--- src/rtl/core/rpit_pkg.sv ---
// Package for the relay pulse interlock timer.
// Word layouts, command codes and field widths; no dependencies.
package rpit_pkg;

  localparam int IDX_W = 3;
  localparam int DUR_W = 24;
  localparam int IMG_W = 8;

  localparam logic CMD_TICK    = 1'b0;
  localparam logic CMD_TRIGGER = 1'b1;

  typedef struct packed {
    logic             cmd;
    logic [IDX_W-1:0] relay_index;
    logic [DUR_W-1:0] pulse_ms;
  } item_t;

  typedef struct packed {
    logic [IMG_W-1:0] relay_bits;
    logic             accepted;
    logic             send_update;
  } result_t;

endpackage

--- src/rtl/core/rpit_core.sv ---
// Relay image, per-relay pulse countdowns and the trigger interlock.
// Uses rpit_pkg; one word is processed per cycle when go is high.
module rpit_core #(
  parameter int RELAY_COUNT   = 8,
  parameter int DURATION_BITS = 24
) (
  input  logic             clk,
  input  logic             rst,
  input  logic             go,
  input  rpit_pkg::item_t  item,
  output rpit_pkg::result_t res
);

  localparam int SLOTS = (RELAY_COUNT < rpit_pkg::IMG_W) ? RELAY_COUNT : rpit_pkg::IMG_W;
  localparam logic [32:0] DUR_MAX = (33'd1 << DURATION_BITS) - 33'd1;

  logic [rpit_pkg::IMG_W-1:0] img;
  logic [rpit_pkg::IMG_W-1:0] img_next;
  logic [rpit_pkg::IMG_W-1:0] last_sent;
  logic [rpit_pkg::IMG_W-1:0] busy;
  logic [rpit_pkg::IMG_W-1:0] ends;
  logic [rpit_pkg::IMG_W-1:0] clr_mask;
  logic [rpit_pkg::IDX_W-1:0] partner;
  logic                       idx_ok;
  logic                       trig_ok;
  logic                       is_tick;
  logic [32:0]                dur_ext;
  logic [32:0]                dur_sat;
  logic [DURATION_BITS-1:0]   dur_load;

  assign is_tick = (item.cmd == rpit_pkg::CMD_TICK);
  assign partner = item.relay_index ^ rpit_pkg::IDX_W'(1);
  assign idx_ok  = (32'(item.relay_index) < 32'(SLOTS));
  assign trig_ok = !is_tick && idx_ok && !busy[item.relay_index] && !busy[partner];

  assign dur_ext  = 33'(item.pulse_ms);
  assign dur_sat  = (dur_ext > DUR_MAX) ? DUR_MAX : dur_ext;
  assign dur_load = dur_sat[DURATION_BITS-1:0];

  assign clr_mask = rpit_pkg::IMG_W'(1) << item.relay_index;

  for (genvar i = 0; i < rpit_pkg::IMG_W; i++) begin : g_slot
    if (i < SLOTS) begin : g_live
      logic                     running;
      logic [DURATION_BITS-1:0] left;
      logic [DURATION_BITS-1:0] left_dec;
      logic                     load;

      assign left_dec = (left != '0) ? left - DURATION_BITS'(1) : left;
      assign busy[i]  = running && (left != '0);
      assign ends[i]  = running && (left_dec == '0);
      assign load     = trig_ok && (item.relay_index == rpit_pkg::IDX_W'(i));

      always_ff @(posedge clk) begin
        if (rst) begin
          running <= 1'b0;
        end else if (go) begin
          if (load) begin
            running <= 1'b1;
          end else if (is_tick && ends[i]) begin
            running <= 1'b0;
          end
        end
      end

      always_ff @(posedge clk) begin
        if (go) begin
          if (load) begin
            left <= dur_load;
          end else if (is_tick && running) begin
            left <= left_dec;
          end
        end
      end
    end else begin : g_none
      assign busy[i] = 1'b0;
      assign ends[i] = 1'b0;
    end
  end

  always_comb begin
    img_next = img;
    if (is_tick) begin
      img_next = img | ends;
    end else if (trig_ok) begin
      img_next = img & ~clr_mask;
    end
  end

  always_ff @(posedge clk) begin
    if (rst) begin
      img       <= '1;
      last_sent <= '1;
    end else if (go) begin
      img <= img_next;
      if (is_tick) begin
        last_sent <= img_next;
      end
    end
  end

  assign res.relay_bits  = img_next;
  assign res.accepted    = trig_ok;
  assign res.send_update = is_tick ? ((ends != '0) || (img_next != last_sent)) : trig_ok;

endmodule

--- src/rtl/core/relay_pulse_interlock_timer_unit.sv ---
// Words pass the input reg, then the result reg; one word per cycle unless output stalls.
// While a result waits, the input reg takes one more word.
// Every tick updates all running countdowns in parallel; a trigger is one compare and one write.
// Reset (rst, synchronous): all relays off (image all ones), no pulse running, both
// stages empty. Countdown values are not reset; they are loaded by each trigger.
module relay_pulse_interlock_timer_unit #(
  parameter int RELAY_COUNT   = 8,
  parameter int DURATION_BITS = 24
) (
  input  logic        clk,
  input  logic        rst,
  input  logic        s_axis_tvalid,
  output logic        s_axis_tready,
  input  logic [31:0] s_axis_tdata,  // [2:0] relay_index, [26:3] pulse_ms, rest zero
  input  logic [0:0]  s_axis_tuser,  // [0] cmd
  output logic        m_axis_tvalid,
  input  logic        m_axis_tready,
  output logic [7:0]  m_axis_tdata,  // [7:0] relay_bits
  output logic [1:0]  m_axis_tuser   // [0] accepted, [1] send_update
);

  logic              in_valid;
  rpit_pkg::item_t   in_item;
  logic              adv;
  rpit_pkg::result_t core_res;
  rpit_pkg::result_t out_res;

  assign adv           = in_valid && (!m_axis_tvalid || m_axis_tready);
  assign s_axis_tready = !in_valid || adv;

  always_ff @(posedge clk) begin
    if (rst) begin
      in_valid <= 1'b0;
    end else if (s_axis_tready) begin
      in_valid <= s_axis_tvalid;
    end
  end

  always_ff @(posedge clk) begin
    if (s_axis_tready && s_axis_tvalid) begin
      in_item.cmd         <= s_axis_tuser[0];
      in_item.relay_index <= s_axis_tdata[rpit_pkg::IDX_W-1:0];
      in_item.pulse_ms    <= s_axis_tdata[rpit_pkg::IDX_W +: rpit_pkg::DUR_W];
    end
  end

  rpit_core #(
    .RELAY_COUNT   (RELAY_COUNT),
    .DURATION_BITS (DURATION_BITS)
  ) u_core (
    .clk  (clk),
    .rst  (rst),
    .go   (adv),
    .item (in_item),
    .res  (core_res)
  );

  always_ff @(posedge clk) begin
    if (rst) begin
      m_axis_tvalid <= 1'b0;
    end else if (!m_axis_tvalid || m_axis_tready) begin
      m_axis_tvalid <= in_valid;
    end
  end

  always_ff @(posedge clk) begin
    if (adv) begin
      out_res <= core_res;
    end
  end

  assign m_axis_tdata = out_res.relay_bits;
  assign m_axis_tuser = {out_res.send_update, out_res.accepted};

endmodule

--- config.mk ---
export PLATFORM = sky130hd
export DESIGN_NAME = relay_pulse_interlock_timer_unit
export DESIGN_NICKNAME = d
export VERILOG_FILES = /design/src/rtl/core/rpit_pkg.sv /design/src/rtl/core/rpit_core.sv /design/src/rtl/core/relay_pulse_interlock_timer_unit.sv
export SDC_FILE = /design/constraint.sdc
export NUM_CORES = 1
export LEC_CHECK = 0
export CORE_MARGIN = 2
export CORE_UTILIZATION = 53
export CTS_CLUSTER_DIAMETER = 120
export CTS_CLUSTER_SIZE = 16
export DETAILED_ROUTE_END_ITERATION = 8
export DONT_BUFFER_PORTS = 1
export PLACE_DENSITY_LB_ADDON = 0.3
export SYNTH_ARGS = -nofsm -noshare
export SYNTH_HDL_FRONTEND = slang
export SYNTH_SLANG_ARGS = --single-unit
--- constraint.sdc ---
create_clock -name clk -period 3.9 [get_ports clk]
set_clock_uncertainty 0.1 [all_clocks]
set_input_delay 0.39 -clock clk [delete_from_list [all_inputs] [get_ports clk]]
set_output_delay 0.39 -clock clk [all_outputs]
set_load 0.05 [all_outputs]
Word level (Yosys, flattened, before mapping)
Cells that the tools add are included.
Widths: inputs -> output; s select.
{ "totals": {"out_inout_bits": 12, "wordCells": 201, "regBits": 256, "input_bits": 37} }
{ "classes": {"eq_ne": 8, "n_bitwise": 5, "magnitude_cmp": 3, "mux": 48, "n_reduce_logical": 102, "n_shift": 1, "addsub": 8} }
{ "ops": {"columns": ["cell", "n"], "rows": [
  ["$mux 24", 25],
  ["$logic_not 24->1", 8],
  ["$reduce_bool 24->1", 8],
  ["$sub 24x1->24 const B", 8],
  ["$logic_and 1x1->1", 44],
  ["$reduce_and 2->1", 17],
  ["$reduce_bool 2->1", 16],
  ["$gt 24x24->1 const B", 1],
  ["$mux 1", 19],
  ["$mux 8", 2],
  ["$eq 3x3->1 const B", 4],
  ["$and 8x8->8", 1],
  ["$lt 3x4->1 const B", 2],
  ["$ne 8x8->1", 1],
  ["$not 8->8", 1],
  ["$or 8x8->8", 1],
  ["$reduce_bool 8->1", 1],
  ["$shl 1x3->8 const A", 1],
  ["$bmux 1 s3", 2],
  ["$eq 3x2->1 const B", 2],
  ["$logic_not 1->1", 4],
  ["$eq 3x1->1 const B", 1],
  ["$logic_not 3->1", 1],
  ["$logic_or 1x1->1", 3],
  ["$not 1->1", 2]
]} }

Longest topological paths before layout
{ "logic_depth": {"depth_word": 12, "ltp_mapped": 14, "ltp_nobuf": 12} }

Cells and area by module
Synthesis repeated with hierarchy kept, for this count alone.
{ "hier_totals": {"hier_cells": 1764, "hier_area_um2": 15929.0} }
{ "by_module_without_submodules": {"columns": ["module", "seq_area_each_um2", "cells_each", "area_per_inst_um2", "n_inst"], "rows": [
  ["rpit_core", 6246.0, 1716, 14684.1, 1],
  ["relay_pulse_interlock_timer_unit", 1181.1, 48, 1244.9, 1]
]} }

Least setup slack after synthesis
OpenSTA, ideal clock, no wires.
{ "synth_timing": {"path_kind": "flip-flop to flip-flop", "startpoint": "register u_core.g_slot[4].g_live.left[0]", "endpoint": "register out_res, in the netlist m_axis_tuser[1] (data pin)", "setup_slack_ns": -0.254, "arrival_ns": 3.795, "required_time_ns": 3.541, "setup_ns": 0.259, "stages_incl_launch_ff": 13, "synth_period_minus_slack_ns": 4.154, "path_buffers": 0, "path_cell_list": "edfxtp_1 -> inv_1 -> ha_1 -> or3b_2 -> nor3_4 -> a211oi_1 -> mux2i_1 -> or4_1 -> or3_4 -> a311oi_2 -> o2111ai_1 -> or4_1 -> o31a_1"} }
{ "synth_lines": {"columns": ["element", "line", "text"], "rows": [
  ["start: declaration", "rpit_core.sv:45", "logic [DURATION_BITS-1:0] left;"],
  ["start signal: assignment", "rpit_core.sv:69", "left <= dur_load;"],
  ["start signal: assignment", "rpit_core.sv:71", "left <= left_dec;"],
  ["end signal: assignment", "relay_pulse_interlock_timer_unit.sv:68", "out_res <= core_res;"],
  ["end: declaration", "relay_pulse_interlock_timer_unit.sv:26", "rpit_pkg::result_t out_res;"]
]} }

==> metrics.csv <==
metric;value;unit
end_kind;flop;
critPathBufInv;2;
core.rowCount;64;
crit_path_cell_trace;inv_2 -> buf_4 -> ha_1 -> or3b_2 -> o31ai_2 -> o21ai_2 -> a2111oi_2 -> nand4_1 -> or3_4 -> a311oi_2 -> o2111ai_1 -> or4_1 -> o31a_1;
cts_tree;built;
synth_seq_cells;256;
antenna_found_initial;1;
max-cap-violations;0;
grt_usage;30.5;%
ys_seq_area_share;45.5;%
period_minus_slack;4.07;ns
worst_slack;-0.172;ns
timing.hold.ws;0.0133;ns
path_delay_family;simple AND/OR/NAND/NOR gates;
htreeDepth;1;
start_util;53.7;%
grt_max_degree;48;
ys.flop_type;edfxtp_1;
worstHoldPathType;in -> reg;
status;finished with violations;
slew_headroom;21.3;%
hold_viol;0;
grt_pass1_wl;78.3;mm
cts_inserted_buffers;19;
max_stage_delay;0.51;ns
dp_hpwl;34.1;mm
area_growth;15.3;%
num_vias;14700;
pre_cts_slack;-0.162;ns
critPathSlowestCell;or4_1;
synth_edf_count;230;
synth_fa_ha_area_share;1.23;%
vias_per_cell;6.32;
die_x;180;um
required;4.07;ns
io_buffers;0;
grt_pass1_vias;13800;
numClockSinks;256;
power_density;285;nW/um^2
drc;0;
nNetsFinal;1976;
drive_gt1_share;16.1;%
synthMuxAreaShare;2.29;%
antenna_cells;0;
ys_types;82;
place.gp.congestion;0.965;
arrival;4.24;ns
synth_fp_nets;1840;
die_area;32200;um^2
synth_compound_area_share;14.5;%
coreArea;30400;um^2
vdd_ir_drop_max;0.000286;V
synth_top_family_by_area;simple AND/OR/NAND/NOR gates;
wl_per_cell;21.6;um
syn_area_per_cell;9.14;um^2
drtAntennaViolNets;0;
setup_violations;1;
rsz0062_at_grt;yes;
path_clk_slew;0.08;ns
power_leakage;6.25;nW
cts_root_buf;clkbuf_16;
worstPathMaxFanout;2;
maxSlewViolCount;0;
drt_wl_total;50.3;mm
crit_path_start_kind;flop;
die_h;180;um
timing.final.crit_share;104;%
worstSetupPathType;reg -> reg;
cts_buffer_depth;3;
clkLatencyLatePin;0.52;ns
synth_simple_gate_area_share;25.9;%
grt_overflow;0;
async_reset_ff_share;0;%
violations;setup timing;
synth_warnings;0;
netlist_area;16300;um^2
synthXorXnorAreaFrac;6.97;%
max_freq;246;MHz
boundaryPins;49;
syn_inst;1787;
tightestPinTransition;1.18;ns
dr.pass1.iters;6;
drt_iter0_drc;1991;
-- what timing repair did --
action                     4_1_cts  5_1_grt
gates resized for setup          7       19
buffers inserted                 7        4
hold buffers                    30        0
setup endpoints to repair        1        8
pin swaps                        7        2
hold endpoints to repair        54        0
-- per-stage QoR --
stage | instance area [um^2] | utilization [%] | std cells | setup TNS [ns] | power [mW]
detailed placement | 17800 | 58.5 | 2257 | -0.162 | 3.48
global placement | 17800 | 58.5 | 2257 | -0.108 | 3.47
finish | 18800 | 61.9 | 2331 | -0.172 | 5.37
floorplan | 16300 | - | 1787 | -0.00767 | 3.34
CTS | 18700 | 61.5 | 2327 | -0.187 | 5.38
global route | 18800 | 61.9 | 2331 | -0.372 | 5.52
-- power breakdown --
part / switching [mW] / internal [mW]
Combinational: 0.172 / 0.120
Clock: 0.990 / 0.922
Sequential: 0.144 / 3.02
Total: 1.31 / 4.07
-- area by class of cell --
class	instances	area (um^2)
Multi-Input combinational cell	1382	8460
Tap cell	396	495
Timing Repair Buffer	224	1770
Fill cell	2600	11600
Clock buffer	33	528
Inverter	40	150
Sequential cell	256	7430
-- state kept, by name, indices dropped and copies added, names as in the netlist --
signal and cells:
in_valid 1, u_core.g_slot.g_live.left 192, u_core.img 8, in_item 28
m_axis_tvalid 1, m_axis_tuser 2, m_axis_tdata 8, u_core.last_sent 8
u_core.g_slot.g_live.running 8
-- final timing paths --
| path | from | cells past startpoint | end | slack [ns] |
|---|---|---|---|---|
| min | m_axis_tready | 3 | m_axis_tvalid$_SDFFE_PP0P_ | 0.01 |
| max reg2reg | u_core.g_slot[4].g_live.left[0]$_DFFE_PP_ | 13 | m_axis_tuser[1]$_DFFE_PP_ | -0.17 |
| max | u_core.g_slot[4].g_live.left[0]$_DFFE_PP_ | 13 | m_axis_tuser[1]$_DFFE_PP_ | -0.17 |
| min reg2reg | u_core.g_slot[5].g_live.running$_SDFFE_PP0P_ | 2 | u_core.g_slot[5].g_live.running$_SDFFE_PP0P_ | 0.38 |
-- worst min-delay path: cells and delay by family --
kind,cells,cell delay [ns]
AND/OR/NAND/NOR,3,0.19
-- kinds of logic (layout without fill, tap and decap cells) --
| logic type | after synthesis | after routing |
|---|---|---|
| AND/OR/NAND/NOR | 816 | 816 |
| AO/OA/AOI/OAI | 386 | 386 |
| adder cells (fa/ha/maj) | 16 | 16 |
| buffers and inverters | 149 | 297 |
| XOR/XNOR | 130 | 130 |
| flip-flops | 256 | 256 |
| multiplexers | 34 | 34 |
-- layout by cell type (no fill, tap or decap), types with 10 or more instances in the layout --
cell type      count
and3_1            12
clkbuf_16         19
nand3b_1          12
mux2_2            27
inv_1             38
nand4_1           49
o21a_1            16
ha_1              15
nand2b_1          12
or4_1             21
o21ai_0           78
or2_2             15
o211ai_1          19
nand2_1          141
dfxtp_1           26
or3_1             39
xnor2_1           80
dlygate4sd3_1     30
a21oi_1          152
nor3_1            78
xor2_1            50
nand3_1           46
nor2b_1           10
edfxtp_1         230
buf_4            192
a31oi_1           22
clkbuf_1          14
and2_1            12
nor4_1            60
nor2_1           241
-- Yosys cell counts (8+ instances only) --
cell type / instances / share of area (%)
ha_1: 16 / 1.2
nand4b_1: 9 / 0.48
buf_1: 9 / 0.21
o21ai_0: 85 / 2.6
dfxtp_1: 26 / 3.2
and2_1: 12 / 0.46
nand4_1: 49 / 1.9
xor2_1: 50 / 2.7
o211ai_1: 19 / 0.87
nand2b_1: 12 / 0.46
or4_1: 23 / 1.1
or2_2: 15 / 0.57
nor4_1: 63 / 2.4
xnor2_1: 80 / 4.3
nand3b_1: 12 / 0.55
a211oi_1: 9 / 0.41
a21oi_1: 152 / 4.7
clkbuf_2: 12 / 0.37
nor3b_1: 10 / 0.46
or3_1: 39 / 1.5
clkbuf_1: 83 / 1.9
edfxtp_1: 230 / 42
nor3_1: 79 / 2.4
nand2_1: 141 / 3.2
mux2_2: 27 / 1.9
and3_1: 12 / 0.46
inv_1: 40 / 0.92
o31ai_1: 10 / 0.46
nor2_1: 241 / 5.5
o21a_1: 16 / 0.74
a31oi_1: 22 / 0.84
a211o_1: 8 / 0.43
nand3_1: 46 / 1.4
nor2b_1: 10 / 0.38
-- metal layers --
metal	part of all wire [%]	global-route usage (%)	routed length [um]	vias to the layer above
li1	-	-	-	6952
met4	4.1	11.6	2080	0
met2	45	48.2	22800	633
met3	8.4	4.88	4240	125
met1	42	42.5	21200	7015
met5	0	0	0	-
No activity file was read; power rests on OpenSTA's default activity.
